[src/hdl/bmeu_pkg.sv]
`timescale 1ns / 1ps

package bmeu_pkg;

  localparam int unsigned XLEN = 64;
  localparam int unsigned HLEN = 32;

  typedef enum logic [2:0] {
    OP_CLMUL  = 3'd0,
    OP_CLMULH = 3'd1,
    OP_CLMULR = 3'd2,
    OP_ROR    = 3'd3,
    OP_ANDN   = 3'd4,
    OP_GREV   = 3'd5,
    OP_SHFL   = 3'd6,
    OP_UNSHFL = 3'd7
  } bmeu_op_t;

  localparam logic [XLEN-1:0] GREV_M0 = 64'h5555555555555555;
  localparam logic [XLEN-1:0] GREV_M1 = 64'h3333333333333333;
  localparam logic [XLEN-1:0] GREV_M2 = 64'h0F0F0F0F0F0F0F0F;
  localparam logic [XLEN-1:0] GREV_M3 = 64'h00FF00FF00FF00FF;
  localparam logic [XLEN-1:0] GREV_M4 = 64'h0000FFFF0000FFFF;
  localparam logic [XLEN-1:0] GREV_M5 = 64'h00000000FFFFFFFF;

  localparam logic [XLEN-1:0] SHFL_L0 = 64'h4444444444444444;
  localparam logic [XLEN-1:0] SHFL_R0 = 64'h2222222222222222;
  localparam logic [XLEN-1:0] SHFL_L1 = 64'h3030303030303030;
  localparam logic [XLEN-1:0] SHFL_R1 = 64'h0C0C0C0C0C0C0C0C;
  localparam logic [XLEN-1:0] SHFL_L2 = 64'h0F000F000F000F00;
  localparam logic [XLEN-1:0] SHFL_R2 = 64'h00F000F000F000F0;
  localparam logic [XLEN-1:0] SHFL_L3 = 64'h00FF000000FF0000;
  localparam logic [XLEN-1:0] SHFL_R3 = 64'h0000FF000000FF00;
  localparam logic [XLEN-1:0] SHFL_L4 = 64'h0000FFFF00000000;
  localparam logic [XLEN-1:0] SHFL_R4 = 64'h00000000FFFF0000;

  // Swaps each bit group selected by the mask with its neighbor n places up.
  function automatic logic [XLEN-1:0] grev_step(input logic [XLEN-1:0] x,
                                                input logic [XLEN-1:0] m,
                                                input logic [5:0] n);
    grev_step = ((x & m) << n) | ((x & ~m) >> n);
  endfunction

  // Exchanges the inner two quarters of each group defined by the masks.
  function automatic logic [XLEN-1:0] shfl_step(input logic [XLEN-1:0] x,
                                                input logic [XLEN-1:0] ml,
                                                input logic [XLEN-1:0] mr,
                                                input logic [5:0] n);
    shfl_step = (x & ~(ml | mr)) | ((x << n) & ml) | ((x >> n) & mr);
  endfunction

endpackage

[src/hdl/bmeu_clmul.sv]
`timescale 1ns / 1ps

module bmeu_clmul (
  input  logic [bmeu_pkg::XLEN-1:0]   op_a,
  input  logic [bmeu_pkg::XLEN-1:0]   op_b,
  output logic [2*bmeu_pkg::XLEN-1:0] product
);

  logic [2*bmeu_pkg::XLEN-1:0] pp [64];
  logic [2*bmeu_pkg::XLEN-1:0] l1 [32];
  logic [2*bmeu_pkg::XLEN-1:0] l2 [16];
  logic [2*bmeu_pkg::XLEN-1:0] l3 [8];
  logic [2*bmeu_pkg::XLEN-1:0] l4 [4];
  logic [2*bmeu_pkg::XLEN-1:0] l5 [2];

  // Partial products are independent; they are folded by a balanced XOR tree.
  always_comb begin
    for (int i = 0; i < 64; i++) begin
      pp[i] = op_b[i] ? ({{bmeu_pkg::XLEN{1'b0}}, op_a} << i) : '0;
    end
    for (int i = 0; i < 32; i++) begin
      l1[i] = pp[2*i] ^ pp[2*i+1];
    end
    for (int i = 0; i < 16; i++) begin
      l2[i] = l1[2*i] ^ l1[2*i+1];
    end
    for (int i = 0; i < 8; i++) begin
      l3[i] = l2[2*i] ^ l2[2*i+1];
    end
    for (int i = 0; i < 4; i++) begin
      l4[i] = l3[2*i] ^ l3[2*i+1];
    end
    for (int i = 0; i < 2; i++) begin
      l5[i] = l4[2*i] ^ l4[2*i+1];
    end
    product = l5[0] ^ l5[1];
  end

endmodule

[config.mk]
export PLATFORM = sky130hd
export DESIGN_NAME = bmeu_clmul
export DESIGN_NICKNAME = d
export VERILOG_FILES = /design/src/hdl/bmeu_pkg.sv /design/src/hdl/bmeu_clmul.sv
export SDC_FILE = /design/constraint.sdc
export NUM_CORES = 2
export LEC_CHECK = 0
export BUFFER_PORTS_ARGS = -buffer_cell sky130_fd_sc_hd__buf_2
export CORE_AREA = 5 5 487 489
export DETAILED_ROUTE_END_ITERATION = 16
export DIE_AREA = 0 0 492 494
export PLACE_DENSITY_LB_ADDON = 0.15
export SLEW_MARGIN = 20
export SYNTH_ARGS = -nofsm -noshare
export SYNTH_HDL_FRONTEND = slang
export SYNTH_SLANG_ARGS = --single-unit
[constraint.sdc]
create_clock -name vclk -period 1.8
set_input_delay 0.18 -clock vclk [all_inputs]
set_output_delay 0.18 -clock vclk [all_outputs]
set_load 0.01 [all_outputs]
==> impl_metrics.ini <==
[global_routing]
antenna_found_initial = 24
grt_pass1_vias = 65900
grt-ovfl-total = 0
grt_use_total = 0.334
grt_pass1_wl_um = 571000
grt_max_degree = 32

[worst_setup_path]
crit_fanout = 8
worstPathCellList = buf_16 > buf_16 > buf_12 > buf_12 > nand2_1 > xor2_1 > xnor2_1 > xnor2_1 > xnor2_1 > xnor2_1 > buf_4 > xnor2_2 > buf_4 > buf_6
critPathMostFrequentCell = xnor2_1
path_class = primary input to output pin
slowest_delay_ns = 0.25
end_kind = output pin
worstPathArrival_ns = 2.37
cp_slowest_cell = xnor2_1
cp_data_required_time_ns = 1.62
startpoint_type = primary input

[timing]
fmax_mhz = 392
setup_viol = 123
whs_ns = 1.18
fin_ws_ns = -0.750
slew_viol_final = 0
rsz0062_at_grt = true
final-hold-violation-count = 0
fin_setup_tns_ns = -66.07
timing.final.crit_period_ns = 2.55
fin_crit_sh = 1.42

[logic_synthesis]
ys.warnings.count = 0
ys_types = 8
seq_area_frac_synth = 0
syn_nets = 9091
synth.largest_area_cell = xnor2_1
ys_top_cells_by_area = xnor2_1 (46%), nand2_1 (27%), xor2_1 (14%)
netlist_area_sq_um = 57600
syn_avg_cell_area_sq_um = 6.43
yosys.area.top_type_share = 0.465
syn_inst = 8963

[pwr]
power.density_nw_per_um2 = 816
power_mw = 75.6
ir_worst_vdd_v = 0.00141
p_leak_nw = 39.3
swShare = 0.508
p_sw_mw = 38.4
pwr-share-clk = 0
seq_power_share = 0
p_int_mw = 37.2
power_frac_comb = 1.000

[floorplan]
die_h_um = 494
die_area_sq_um = 243000
core_region_area_sq_um = 232000
die_width_um = 492
fp-row-count = 177
initial_utilization = 0.248
ios = 256

[routing]
vias = 70900
viasPerCell = 5.19
ant_nets = 0
routed_wl_um = 446000
first_iter_violations = 10900
drc = 0
wl_per_cell_um = 32.6
drt-pass1-iter-count = 7

[layout]
drive_above_1_share = 0.320
design.seq.count = 0
fin_nets = 10700
area_growth_pct = 60.9
final_cell_mix = nand2_1 (3856), xnor2_1 (2565), buf_4 (1268)
final_common_cell = nand2_1
regArea_sq_um = 0
n_clock_buffer = 0

[job]
maxCapViolations = 0

[outcome]
violations = setup timing
status = complete, but fails checks

[placed_design]
post-place-ws_ns = -1.12
place_hpwl_um = 287000
io_buffer_count = 255
gp_congestion = 0.973

[hold_path]
hold_class = primary input to output pin

[clock_tree]
postCtsHoldBufs = 0
==> logic make-up (layout without fill, tap and decap cells) <==
family / count (synthesis) / count (layout) / synth area share
buffers and inverters: 897 / 2546 / 0.130
AND/OR/NAND/NOR: 4096 / 4096 / 0.267
XOR/XNOR: 3969 / 3969 / 0.603
other: 1 / 13 / 0.0000651
==> metal layers <==
metal  share of wire  global-route usage  vias to the layer above
li1                -                   -                    29400
met1            0.40               0.451                    34100
met3            0.14              0.0838                     1614
met4           0.077               0.185                       14
met2            0.39               0.481                     5760
met5         0.00021                   0                        -
==> timing repair <==
action / CTS / global route
pin swaps: 616 / 694
gates resized for setup: 1049 / 963
cloned: 67 / 41
setup endpoints to repair: 125 / 123
buffers inserted: 409 / 227
==> synthesized netlist by cell type, drive strengths merged <==
| master | number |
|---|---|
| conb | 1 |
| and2 | 2 |
| buf | 897 |
| nand2 | 4094 |
| xnor2 | 3058 |
| xor2 | 911 |
==> worst paths after layout <==
kind | start | end | slack (ns) | depth (start not counted)
max | op_a[32] | product[87] | -0.75 | 14
min | op_b[63] | product[126] | 1.18 | 5
==> worst max-delay path: cells and delay by family <==
family	cells	cell delay, ns
buffers and inverters	7	1.05
and+or+nand+nor	1	0.07
xor gates and xnor gates	6	1.04
==> power by group through the flow <==
stage | registers, mW | clock network [mW] | logic (mW)
after CTS | 0 | 0 | 71.1
final | 0 | 0.000000446 | 75.6
after floorplan | 0 | 0 | 32.5
after global routing | 0 | 0 | 78.3
after detailed placement | 0 | 0 | 60.9
after global placement | 0 | 0 | 60.9
==> through the flow <==
stage                     instances  utilization  cell area, sq um
after floorplan                8963            -             57600
after global placement        13000        0.316             73400
after detailed placement      13000        0.316             73400
after CTS                     13400        0.366             84800
after global routing          13700        0.400             92600
final                         13700        0.400             92700
==> area by class of cell <==
type | instances | area, sq um
fill | 24000 | 139000
tap | 3043 | 3810
antenna | 12 | 30.0
timing repair buffer | 2546 | 32500
multi-input combinational | 8066 | 56300
Note: power is estimated with default switching activity, not from simulation.
